<file path="config.mk">
export PLATFORM = sky130hd
export DESIGN_NAME = tone_vote_classifier
export DESIGN_NICKNAME = d
export VERILOG_FILES = /design/src/rtl/core/tvc_pkg.sv /design/src/rtl/core/tvc_head.sv /design/src/rtl/core/tvc_cell.sv /design/src/rtl/core/tvc_outq.sv /design/src/rtl/core/tone_vote_classifier.sv
export SDC_FILE = /design/constraint.sdc
export NUM_CORES = 2
export LEC_CHECK = 0
export ABC_CLOCK_PERIOD_IN_PS = 11800
export BUFFER_PORTS_ARGS = -buffer_cell sky130_fd_sc_hd__clkbuf_2
export CORE_ASPECT_RATIO = 0.9
export CORE_MARGIN = 3
export CORE_UTILIZATION = 40
export DETAILED_ROUTE_END_ITERATION = 7
export MAX_ROUTING_LAYER = met4
export PLACE_DENSITY = 0.56
export RECOVER_POWER = 50
export SKIP_LAST_GASP = 1
export SLEW_MARGIN = 20
export SYNTH_ARGS = -nofsm -noshare
export SYNTH_HDL_FRONTEND = slang
export SYNTH_SLANG_ARGS = --single-unit
</file>
<file path="constraint.sdc">
create_clock -name clk -period 11.8 [get_ports clk]
set_input_delay 1.77 -clock clk [delete_from_list [all_inputs] [get_ports clk]]
set_output_delay 1.77 -clock clk [all_outputs]
set_load 0.02 [all_outputs]
</file>
<file path="src/rtl/core/tvc_pkg.sv">
// Shared types and constants for the tone vote classifier.
package tvc_pkg;

  localparam int TONES      = 14;
  localparam int SLOTS      = 5;
  localparam int FREQ_W     = 16;
  localparam int VOTE_W     = 8;
  localparam int TONE_W     = 4;
  localparam int SLOT_W     = 3;
  localparam int KIND_W     = 2;
  localparam int LIMIT_W    = 15;
  localparam int WIN_W      = 5;
  localparam int HIT_W      = $clog2(SLOTS + 1);
  localparam int CFG_ADDR_W = 4;
  localparam int CFG_DATA_W = 32;
  localparam int IN_DATA_W  = 40;
  localparam int OUT_DATA_W = 16;

  localparam logic [FREQ_W-1:0]  EMPTY_ENTRY = 16'hFFFF;
  localparam logic [FREQ_W-1:0]  SILENCE_FREQ = 16'hFFFF;
  localparam logic [VOTE_W-1:0]  VOTE_MAX    = 8'hFF;
  localparam logic [LIMIT_W-1:0] LOW_RST     = 15'd1;
  localparam logic [LIMIT_W-1:0] HIGH_RST    = 15'd30000;
  localparam logic [WIN_W-1:0]   WIN_RST     = 5'd5;

  localparam logic [1:0] REG_LOW  = 2'd0;
  localparam logic [1:0] REG_HIGH = 2'd1;
  localparam logic [1:0] REG_WIN  = 2'd2;

  typedef enum logic [1:0] {
    OP_LOAD,
    OP_VOTE,
    OP_DECIDE,
    OP_SILENCE
  } op_t;

  typedef enum logic [KIND_W-1:0] {
    KIND_TONE    = 2'd0,
    KIND_NONE    = 2'd1,
    KIND_SILENCE = 2'd2
  } kind_t;

  typedef struct packed {
    logic [LIMIT_W-1:0] low_limit;
    logic [LIMIT_W-1:0] high_limit;
    logic [WIN_W-1:0]   window_len;
  } cfg_t;

  typedef struct packed {
    logic               valid;
    op_t                op;
    logic [TONE_W-1:0]  tone_sel;
    logic [SLOT_W-1:0]  slot_sel;
    logic [FREQ_W-1:0]  freq;
    logic [TONE_W-1:0]  best_tone;
    logic [VOTE_W-1:0]  best_score;
  } flit_t;

  typedef struct packed {
    kind_t             kind;
    logic [TONE_W-1:0] tone;
    logic [VOTE_W-1:0] score;
  } res_t;

endpackage

</file>
<file path="src/rtl/core/tvc_head.sv">
// Entry stage: range check, report counting and window decision.
module tvc_head (
  input  logic                       clk,
  input  logic                       rst_n,
  input  logic                       en,
  input  logic                       in_valid,
  input  logic                       action,
  input  logic [tvc_pkg::TONE_W-1:0] tone_sel,
  input  logic [tvc_pkg::SLOT_W-1:0] slot_sel,
  input  logic [tvc_pkg::FREQ_W-1:0] entry_freq,
  input  logic [tvc_pkg::FREQ_W-1:0] peak_freq,
  input  tvc_pkg::cfg_t              cfg,
  output tvc_pkg::flit_t             flit_o
);

  logic [tvc_pkg::WIN_W-1:0] cnt_r, cnt_nxt;
  logic [tvc_pkg::WIN_W:0]   cnt_inc, limit;
  logic                      in_range, decide, keep;
  tvc_pkg::op_t              op;
  tvc_pkg::flit_t            flit_r, flit_nxt;

  always_comb begin
    in_range = !peak_freq[tvc_pkg::FREQ_W-1]
            && (peak_freq[tvc_pkg::LIMIT_W-1:0] >= cfg.low_limit)
            && (peak_freq[tvc_pkg::LIMIT_W-1:0] <= cfg.high_limit);
    cnt_inc  = {1'b0, cnt_r} + (tvc_pkg::WIN_W+1)'(1);
    limit    = (cfg.window_len == '0) ? (tvc_pkg::WIN_W+1)'(32) : {1'b0, cfg.window_len};
    decide   = cnt_inc >= limit;
    cnt_nxt  = cnt_r;
    keep     = 1'b0;
    op       = tvc_pkg::OP_LOAD;
    priority if (!action) begin
      keep = 1'b1;
    end else if (peak_freq == tvc_pkg::SILENCE_FREQ) begin
      op      = tvc_pkg::OP_SILENCE;
      keep    = cnt_r != '0;
      cnt_nxt = '0;
    end else if (in_range) begin
      keep    = 1'b1;
      op      = decide ? tvc_pkg::OP_DECIDE : tvc_pkg::OP_VOTE;
      cnt_nxt = decide ? '0 : cnt_inc[tvc_pkg::WIN_W-1:0];
    end else begin
      keep = 1'b0;
    end

    flit_nxt            = flit_r;
    flit_nxt.valid      = in_valid && keep;
    flit_nxt.op         = op;
    flit_nxt.tone_sel   = tone_sel;
    flit_nxt.slot_sel   = slot_sel;
    flit_nxt.freq       = action ? peak_freq : entry_freq;
    flit_nxt.best_tone  = '0;
    flit_nxt.best_score = '0;
  end

  always_ff @(posedge clk) begin
    if (!rst_n) begin
      cnt_r        <= '0;
      flit_r.valid <= 1'b0;
    end else if (en) begin
      flit_r <= flit_nxt;
      if (in_valid) begin
        cnt_r <= cnt_nxt;
      end
    end
  end

  assign flit_o = flit_r;

endmodule

</file>
<file path="src/rtl/core/tvc_cell.sv">
// One tone cell: signature row, vote counter and running best-tone stage.
module tvc_cell (
  input  logic                       clk,
  input  logic                       rst_n,
  input  logic                       en,
  input  logic [tvc_pkg::TONE_W-1:0] cell_idx,
  input  tvc_pkg::flit_t             flit_i,
  output tvc_pkg::flit_t             flit_o
);

  logic [tvc_pkg::FREQ_W-1:0] row_r [tvc_pkg::SLOTS];
  logic [tvc_pkg::VOTE_W-1:0] votes_r, votes_upd;
  logic [tvc_pkg::HIT_W-1:0]  hits;
  logic [tvc_pkg::VOTE_W:0]   sum;
  tvc_pkg::flit_t             flit_r, flit_nxt;

  always_comb begin
    hits = '0;
    for (int s = 0; s < tvc_pkg::SLOTS; s++) begin
      if (row_r[s] == flit_i.freq) begin
        hits = hits + tvc_pkg::HIT_W'(1);
      end
    end
    sum       = {1'b0, votes_r} + (tvc_pkg::VOTE_W+1)'(hits);
    votes_upd = sum[tvc_pkg::VOTE_W] ? tvc_pkg::VOTE_MAX : sum[tvc_pkg::VOTE_W-1:0];

    flit_nxt = flit_i;
    if (flit_i.op == tvc_pkg::OP_DECIDE && votes_upd > flit_i.best_score) begin
      flit_nxt.best_tone  = cell_idx;
      flit_nxt.best_score = votes_upd;
    end
  end

  always_ff @(posedge clk) begin
    if (!rst_n) begin
      votes_r      <= '0;
      flit_r.valid <= 1'b0;
      for (int s = 0; s < tvc_pkg::SLOTS; s++) begin
        row_r[s] <= tvc_pkg::EMPTY_ENTRY;
      end
    end else if (en) begin
      flit_r <= flit_nxt;
      if (flit_i.valid) begin
        unique case (flit_i.op)
          tvc_pkg::OP_LOAD: begin
            if (flit_i.tone_sel == cell_idx) begin
              for (int s = 0; s < tvc_pkg::SLOTS; s++) begin
                if (flit_i.slot_sel == tvc_pkg::SLOT_W'(s)) begin
                  row_r[s] <= flit_i.freq;
                end
              end
            end
          end
          tvc_pkg::OP_VOTE:    votes_r <= votes_upd;
          tvc_pkg::OP_DECIDE:  votes_r <= '0;
          tvc_pkg::OP_SILENCE: votes_r <= votes_r;
        endcase
      end
    end
  end

  assign flit_o = flit_r;

endmodule

</file>
<file path="src/rtl/core/tvc_outq.sv">
// Two-entry result queue at the tail of the cell chain.
module tvc_outq (
  input  logic                       clk,
  input  logic                       rst_n,
  input  tvc_pkg::flit_t             tail,
  output logic                       room,
  input  logic                       out_ready,
  output logic                       out_valid,
  output tvc_pkg::res_t              out_res
);

  tvc_pkg::res_t res_r [2];
  tvc_pkg::res_t push_res;
  logic [1:0]    cnt_r, cnt_nxt;
  logic          wr_ptr_r, rd_ptr_r;
  logic          push, pop;

  always_comb begin
    room      = cnt_r != 2'd2;
    out_valid = cnt_r != 2'd0;
    push      = room && tail.valid
             && (tail.op == tvc_pkg::OP_DECIDE || tail.op == tvc_pkg::OP_SILENCE);
    pop       = out_valid && out_ready;
    cnt_nxt   = cnt_r + {1'b0, push} - {1'b0, pop};

    push_res = '{kind: tvc_pkg::KIND_SILENCE, tone: '0, score: '0};
    if (tail.op == tvc_pkg::OP_DECIDE) begin
      if (tail.best_score == '0) begin
        push_res.kind = tvc_pkg::KIND_NONE;
      end else begin
        push_res.kind  = tvc_pkg::KIND_TONE;
        push_res.tone  = tail.best_tone;
        push_res.score = tail.best_score;
      end
    end
  end

  always_ff @(posedge clk) begin
    if (!rst_n) begin
      cnt_r    <= '0;
      wr_ptr_r <= 1'b0;
      rd_ptr_r <= 1'b0;
    end else begin
      cnt_r <= cnt_nxt;
      if (push) begin
        res_r[wr_ptr_r] <= push_res;
        wr_ptr_r        <= !wr_ptr_r;
      end
      if (pop) begin
        rd_ptr_r <= !rd_ptr_r;
      end
    end
  end

  assign out_res = res_r[rd_ptr_r];

endmodule

</file>
<file path="src/rtl/core/tone_vote_classifier.sv">
// Tone vote classifier top level: register bank, entry stage, tone cell chain, result queue.
// A result transaction passes the entry stage register, every tone cell and the result queue.
// Throughput: one transaction per cycle unless stalled; each item steps one cell per cycle.
// in_tready drops only while the two-entry result queue is full; the whole chain then holds.
// Reset (rst_n low, synchronous): signature table empty, votes and report count zero,
// limits 1 and 30000, window 5, queue empty.
module tone_vote_classifier (
  input  logic                              clk,
  input  logic                              rst_n,
  input  logic                              in_tvalid,
  output logic                              in_tready,
  // tone_sel[3:0], slot_sel[6:4], entry_freq[22:7], peak_freq[38:23], zero[39]
  input  logic [tvc_pkg::IN_DATA_W-1:0]     in_tdata,
  // action[0]
  input  logic                              in_tuser,
  output logic                              out_tvalid,
  input  logic                              out_tready,
  // tone[3:0], score[11:4], zero[15:12]
  output logic [tvc_pkg::OUT_DATA_W-1:0]    out_tdata,
  // kind[1:0]
  output logic [tvc_pkg::KIND_W-1:0]        out_tuser,
  input  logic                              cfg_psel,
  input  logic                              cfg_penable,
  input  logic                              cfg_pwrite,
  input  logic [tvc_pkg::CFG_ADDR_W-1:0]    cfg_paddr,
  input  logic [tvc_pkg::CFG_DATA_W-1:0]    cfg_pwdata,
  output logic [tvc_pkg::CFG_DATA_W-1:0]    cfg_prdata,
  output logic                              cfg_pready
);

  tvc_pkg::cfg_t  cfg_r;
  tvc_pkg::flit_t chain [tvc_pkg::TONES+1];
  tvc_pkg::res_t  res;
  logic           adv, cfg_wr;
  logic [1:0]     reg_idx;

  assign reg_idx    = cfg_paddr[3:2];
  assign cfg_pready = 1'b1;
  assign cfg_wr     = cfg_psel && cfg_penable && cfg_pwrite && cfg_pready;

  always_ff @(posedge clk) begin
    if (!rst_n) begin
      cfg_r.low_limit  <= tvc_pkg::LOW_RST;
      cfg_r.high_limit <= tvc_pkg::HIGH_RST;
      cfg_r.window_len <= tvc_pkg::WIN_RST;
    end else if (cfg_wr) begin
      priority case (reg_idx)
        tvc_pkg::REG_LOW:  cfg_r.low_limit  <= cfg_pwdata[tvc_pkg::LIMIT_W-1:0];
        tvc_pkg::REG_HIGH: cfg_r.high_limit <= cfg_pwdata[tvc_pkg::LIMIT_W-1:0];
        tvc_pkg::REG_WIN:  cfg_r.window_len <= cfg_pwdata[tvc_pkg::WIN_W-1:0];
        default: ;
      endcase
    end
  end

  always_comb begin
    priority case (reg_idx)
      tvc_pkg::REG_LOW:  cfg_prdata = tvc_pkg::CFG_DATA_W'(cfg_r.low_limit);
      tvc_pkg::REG_HIGH: cfg_prdata = tvc_pkg::CFG_DATA_W'(cfg_r.high_limit);
      tvc_pkg::REG_WIN:  cfg_prdata = tvc_pkg::CFG_DATA_W'(cfg_r.window_len);
      default:           cfg_prdata = '0;
    endcase
  end

  assign in_tready = adv;

  tvc_head u_head (
    .clk        (clk),
    .rst_n      (rst_n),
    .en         (adv),
    .in_valid   (in_tvalid),
    .action     (in_tuser),
    .tone_sel   (in_tdata[3:0]),
    .slot_sel   (in_tdata[6:4]),
    .entry_freq (in_tdata[22:7]),
    .peak_freq  (in_tdata[38:23]),
    .cfg        (cfg_r),
    .flit_o     (chain[0])
  );

  for (genvar t = 0; t < tvc_pkg::TONES; t++) begin : g_cell
    tvc_cell u_cell (
      .clk      (clk),
      .rst_n    (rst_n),
      .en       (adv),
      .cell_idx (tvc_pkg::TONE_W'(t)),
      .flit_i   (chain[t]),
      .flit_o   (chain[t+1])
    );
  end

  tvc_outq u_outq (
    .clk       (clk),
    .rst_n     (rst_n),
    .tail      (chain[tvc_pkg::TONES]),
    .room      (adv),
    .out_ready (out_tready),
    .out_valid (out_tvalid),
    .out_res   (res)
  );

  assign out_tuser = res.kind;
  assign out_tdata = {4'd0, res.score, res.tone};

endmodule

</file>
# After elaboration in Yosys (flattened, before gate mapping)
# Memory sizes are Yosys's and may differ from the RTL's. A register that Yosys moved wholly into a read port is not among the register bits.
# Cells that the tools add are included.
classes:
  n_lt_le_gt_ge: 17
  addsub: 73
  eq_ne: 173
  n_mux: 692
  reduce_logical: 94
  n_bitwise: 70
op_table:
  columns: ["cell", "count"]
  rows:
  - ["two-way mux 16 bit", 71]
  - ["equality test 16 bit", 70]
  - ["two-way mux 1 bit", 514]
  - ["one-hot mux 8 bit (2 select lines)", 14]
  - ["two-way mux 8 bit", 27]
  - ["two-way mux 3 bit", 56]
  - ["adder 3 x 1 -> 3 bit (second input constant)", 42]
  - ["adder 8 x 3 -> 9 bit", 14]
  - ["greater-than comparator 8 bit", 13]
  - ["equality test 3 x 2 -> 1 bit (second input constant)", 28]
  - ["bitwise OR 1 bit", 70]
  - ["one-hot mux 15 bit (3 select lines)", 1]
  - ["equality test 3 x 1 -> 1 bit (second input constant)", 14]
  - ["equality test 3 bit (second input constant)", 14]
  - ["logical NOT 3 bit", 14]
  - ["AND reduction 3 bit", 14]
  - ["equality test 2 bit (second input constant)", 17]
  - ["nonzero test 2 bit", 16]
  - ["equality test 2 x 1 -> 1 bit (second input constant)", 15]
  - ["logical NOT 2 bit", 15]
  - ["adder 1 x 1 -> 2 bit (second input constant)", 14]
  - ["equality test 4 bit (second input constant)", 6]
  - ["logical AND 1 bit", 22]
  - ["equality test 16 bit (second input constant)", 1]
  - ["other kinds (24)", 37]
word_totals:
  word_cells: 1254
  memories: 15
  ramBits: 1148
  register_bits: 676
  input_bits: 84
mem_list:
  columns: ["memory", "depth", "word_bits", "rd", "rd_ports_with_merged_regs", "write_ports", "line", "rtl"]
  rows:
  - ["g_cell[0].u_cell.row_r", 5, 16, 5, 0, 5, "tvc_cell.sv:11", "logic [tvc_pkg::FREQ_W-1:0] row_r [tvc_pkg::SLOTS];"]
  - ["g_cell[10].u_cell.row_r", 5, 16, 5, 0, 5, "tvc_cell.sv:11", null]
  - ["g_cell[11].u_cell.row_r", 5, 16, 5, 0, 5, "tvc_cell.sv:11", null]
  - ["g_cell[12].u_cell.row_r", 5, 16, 5, 0, 5, "tvc_cell.sv:11", null]
  - ["g_cell[13].u_cell.row_r", 5, 16, 5, 0, 5, "tvc_cell.sv:11", null]
  - ["g_cell[1].u_cell.row_r", 5, 16, 5, 0, 5, "tvc_cell.sv:11", null]
  - ["9 more memories", null, null, null, null, null, null, null]

# Logic depth before layout (Yosys ltp)
# An unclocked memory read counts as a cell.
logic_depth:
  depth_word: 16
  ltp_mapped: 29
  ltp_nobuf: 27

# Cells and area by module
# From an unflattened synthesis, not the netlist that was laid out.
unflattened:
  hier_cells: 6188
  hier_area_um2: 87066.0
modules_own_cells:
  columns: ["module", "n_inst", "seq_area_each_um2", "cells_per_inst", "area_each_um2"]
  rows:
  - ["tvc_cell (g_cell[10].u_cell ...)", 8, 3693.5, 405, 5820.6]
  - ["tvc_cell (g_cell[6].u_cell ...)", 4, 3693.5, 402, 5804.3]
  - ["tvc_cell (g_cell[0].u_cell)", 1, 3693.5, 404, 5814.3]
  - ["tvc_cell (g_cell[13].u_cell)", 1, 3693.5, 401, 5791.8]
  - ["tvc_head", 1, 870.8, 237, 2437.3]
  - ["tone_vote_classifier", 1, 700.7, 209, 1873.0]
  - ["tvc_outq", 1, 940.9, 89, 1367.6]

# Worst setup path before layout
# OpenSTA, ideal clock, no wires.
synth_path:
  path_type: "in2reg"
  startpoint: "input rst_n"
  endpoint: "memory g_cell[10].u_cell.row_r[0][32] in the netlist's numbering, enable pin"
  slack_ns: 1.160
  t_arrival_ns: 10.229
  stages: 8
  required_ns: 11.389
  setup_ns: 0.411
  path_cell_list: "clkbuf_1 > nand2_2 > inv_2 > buf_2 > nand4_1 > nor2_1 > nand2_1 > o21ai_0"
synth_lines:
  columns: ["item", "line", "rtl"]
  rows:
  - ["start, declared", "tone_vote_classifier.sv:9", "input logic rst_n,"]
  - ["end, declared", "tvc_cell.sv:11", null]

==> key figures <==
Routing
  • Routed Wire Length: 175.7 mm
  • Starting DRT DRC Count: 3,355
  • # DRC: 0
  • Final ANT Viol Nets: 0
  • Vias per cell: 4.996
  • Wire per inst: 19.67 um
  • Via count: 44,631
  • First-pass DRT Iterations: 5

Timing
  • Worst Setup Slack, final: 3.216 ns
  • Worst-margin pin slew: 3.448 ns
  • Max Slew Vio Count: 175
  • Final Setup Violations: 0
  • Final Hold Violating Endpoints: 0
  • Fin crit share: 72.75%
  • RSZ-0062 raised after global routing: false
  • Fmax: 0.1165 GHz
  • Worst Skew: 0.02808 ns
  • Setup TNS: 0 ns
  • Max-slew headroom: -129.9%
  • Final Critical Period: 8.584 ns

Global route
  • Vias in the first global route: 44,606
  • Initial antenna violation count: 5
  • Total Routing Usage GR: 16.60%
  • First-pass GRT wire length: 270.8 mm
  • Largest net degree at the start of global routing: 130
  • Total gr overflow: 0

Setup path
  • CP endpoint kind: register
  • Critical path class: input port to register
  • CP arrival: 8.98 ns
  • WP data required: 12.20 ns
  • Crit Path Max Fanout: 127
  • Crit path launch type: input port

Synthesis
  • Synth Area in XOR/XNOR: 13.27%
  • Adder-Cell Fraction of Synth Area: 4.346%
  • Synth Register Bits: 1,825
  • Yosys top cell by area: edfxtp_1
  • Post-Synthesis Cells: 6,020
  • Yosys warnings: 0
  • Post-Synth Simple-Gate Area: 9.986%
  • Multiplexer area fraction after synthesis: 2.873%
  • Async S/R FF share, synth: 0%
  • Post-synth EDFFs: 1,653
  • Synth top area share: 58.97%
  • Area contributors post-synth: edfxtp_1 (59%), xor2_1 (8.7%), dfxtp_1 (4.1%), ha_1 (4.0%), xnor2_1 (3.8%)
  • Largest family of logic cells by synthesized area: XOR/XNOR gates
  • Predominant post-synthesis flop cell: edfxtp_1
  • Area fraction in compound gates after synthesis: 3.151%
  • Mapped cell area: 0.08418 mm^2
  • Seq/Total Area, Yosys: 63.06%
  • Syn avg cell area: 13.98 um^2
  • Synth cell types: 70

Layout
  • Post-layout util: 44.25%
  • P&R area growth vs syn: 9.798%
  • Final nets: 6,405
  • FF+latch area: 0.05308 mm^2
  • Area of the multi-input gates: 0.02839 mm^2
  • Fin area: 0.09242 mm^2
  • Fill count: 18,675
  • Layout cells sized above 1: 11.73%

Pwr
  • Pwr Density: 160.9 mW/mm^2
  • VDD IR max: 0.1186 mV
  • Leak pwr: 28.80 nW

Floorplan
  • DIE WIDTH: 489.6 um
  • Die Footprint: 0.2160 mm^2
  • Core box area: 0.2089 mm^2
  • Row cnt: 159
  • Initial core utilization: 40.30%
  • Num ports: 137
  • Die height: 441.2 um

Place
  • HPWL after detailed placement: 120.8 mm
  • I/O Buffers: 94
  • Routability congestion estimate: 0.8235
  • DP Area: 0.08668 mm^2
  • Worst slack, placed: 5.187 ns

Clocking
  • Clock sink count: 1,825
  • Clock buffer depth: 3
  • CTS tree: built
  • Cts repair resizes: 0
  • Postcts setup bufs: 0
  • Clk_lat worst skew: 0.81 ns
  • Hold_buf cts: 0
  • H-tree levels: 4
  • CTS clk-pin slew, worst paths: 0.06 ns
  • Clock root buffer: clkbuf_16
  • Clock buffer count from CTS: 182

Outcome
  • Status: finished, violations left
  • Failing checks: capacitance limit, slew limit

Hold path
  • Worst hold-check path type: register to register

Flow run
  • Max-Cap Viols: 3
[layer usage]
layer / up-vias / track usage (%) / part of all wire [%]
met5: - / - / 0
met4: 0 / 3.486 / 1.8
met3: 246 / 2.435 / 3.5
met2: 653 / 24.82 / 45
met1: 22209 / 24.08 / 49
li1: 21523 / - / -
[path summary, 6_finish.rpt]
path / slack (ns) / from / end / cells past startpoint
worst max-delay path: 3.22 / rst_n / g_cell[4].u_cell.row_r[0][58]$_DFFE_PP_ / 8
worst min-delay path: 0.44 / g_cell[6].u_cell.flit_o[31]$_DFFE_PP_ / g_cell[7].u_cell.flit_o[31]$_DFFE_PP_ / 0
worst max register to register: 5.15 / g_cell[9].u_cell.flit_o[22]$_DFFE_PP_ / g_cell[10].u_cell.flit_o[7]$_DFFE_PP_ / 22
worst min register to register: 0.44 / g_cell[6].u_cell.flit_o[31]$_DFFE_PP_ / g_cell[7].u_cell.flit_o[31]$_DFFE_PP_ / 0
[flip-flops by register name (all words and copies together) (netlist names), named ones only]
name	flops
u_outq.wr_ptr_r	1
g_cell.u_cell.flit_o	494
u_outq.cnt_r	2
g_cell.u_cell.votes_r	112
cfg_r	35
u_head.flit_o	26
u_outq.rd_ptr_r	1
g_cell.u_cell.row_r	1120
u_head.cnt_r	5
u_outq.res_r	28
[logic make-up after synthesis]
family / after synthesis
buffers and inverters: 580
and+or+nand+nor: 1472
muxes: 216
adders and majority gates: 284
other: 2
AOI/OAI and AO/OA: 407
DFF: 1825
xor gates and xnor gates: 1234
[layout by cell type (no fill, tap or decap), types with 14 or more instances in the layout]
cell type / Yosys / routed
edfxtp_1: 1653 / 1653
xor2_1: 838 / 838
xnor2_1: 361 / 361
nand2_1: 281 / 282
ha_1: 270 / 270
inv_1: 255 / 255
nor4_1: 218 / 217
clkbuf_16: 0 / 187
nor2b_1: 182 / 181
dfxtp_1: 172 / 172
nand4_1: 170 / 170
mux2_2: 163 / 155
or2_2: 128 / 128
nor2_1: 112 / 112
a22oi_1: 106 / 106
o21ai_0: 111 / 98
clkbuf_1: 96 / 83
a21oi_1: 77 / 77
clkbuf_2: 0 / 75
nand3_1: 74 / 74
or2_1: 124 / 69
or2_0: 0 / 55
nand2b_1: 54 / 54
mux2i_1: 38 / 38
a21boi_0: 38 / 38
clkinv_2: 0 / 35
clkinv_1: 0 / 34
conb_1: 2 / 22
buf_4: 31 / 21
xnor2_2: 20 / 20
a21o_1: 15 / 15
or3_1: 15 / 15
o21a_1: 15 / 15
o221a_2: 15 / 15
and4_1: 14 / 14
and2_0: 1 / 14
mux2_1: 6 / 14
o21ai_1: 1 / 14
fa_1: 14 / 14
[worst max-delay path: stages]
cell and delay [ns]:
clkbuf_1 2.34, nand2_1 1.24, inv_8 1.07, buf_4 0.74, nand4_1 0.49, nor2_1 0.36, nand3_1 0.12, nand2_1 0.70
[report_power, final]
group | internal [mW] | total [mW] | switching [mW] | leakage, nW
clock network | 3.18 | 5.69 | 2.51 | 2.84
registers | 7.47 | 8.00 | 0.532 | 14.2
logic | 0.498 | 1.18 | 0.682 | 11.8
[final cells by class]
class	count	area share [%]
Tap cell	2737	3.705
Timing Repair Buffer	136	0.7568
Antenna cell	6	0.01625
Multi-Input combinational cell	3635	30.72
Clock inverter	98	0.9409
Inverter	257	1.052
Sequential cell	1825	57.43
Clock buffer	240	5.376
[cell usage after synthesis (all sizes together), types with 4 or more instances]
cell type	n
nor4bb	4
mux2i	38
nand3b	12
or3b	4
inv	257
nor2	112
clkbuf	96
buf	227
nor3b	13
nand4	176
o21a	15
nor4b	4
o221a	15
nand2b	54
a21boi	38
or3	15
xor2	844
a31oi	4
a22oi	106
nor2b	182
nand3	74
and2	25
mux2	178
nand2	282
edfxtp	1653
o211ai	9
dfxtp	172
a21oi	77
a21o	15
o21ai	112
xnor2	390
or2	252
nor4	227
nor3	12
ha	270
fa	14
and4	14
[through the flow]
step,power [mW],hold WS [ns],cells
floorplan,8.967,0.4168,6040
global placement,9.333,0.4262,8590
detailed placement,9.347,0.4302,8590
CTS,15.06,0.4411,8928
global route,15.48,0.4578,8932
finish,14.87,0.4439,8934
No activity file was read; power rests on OpenSTA's default activity.
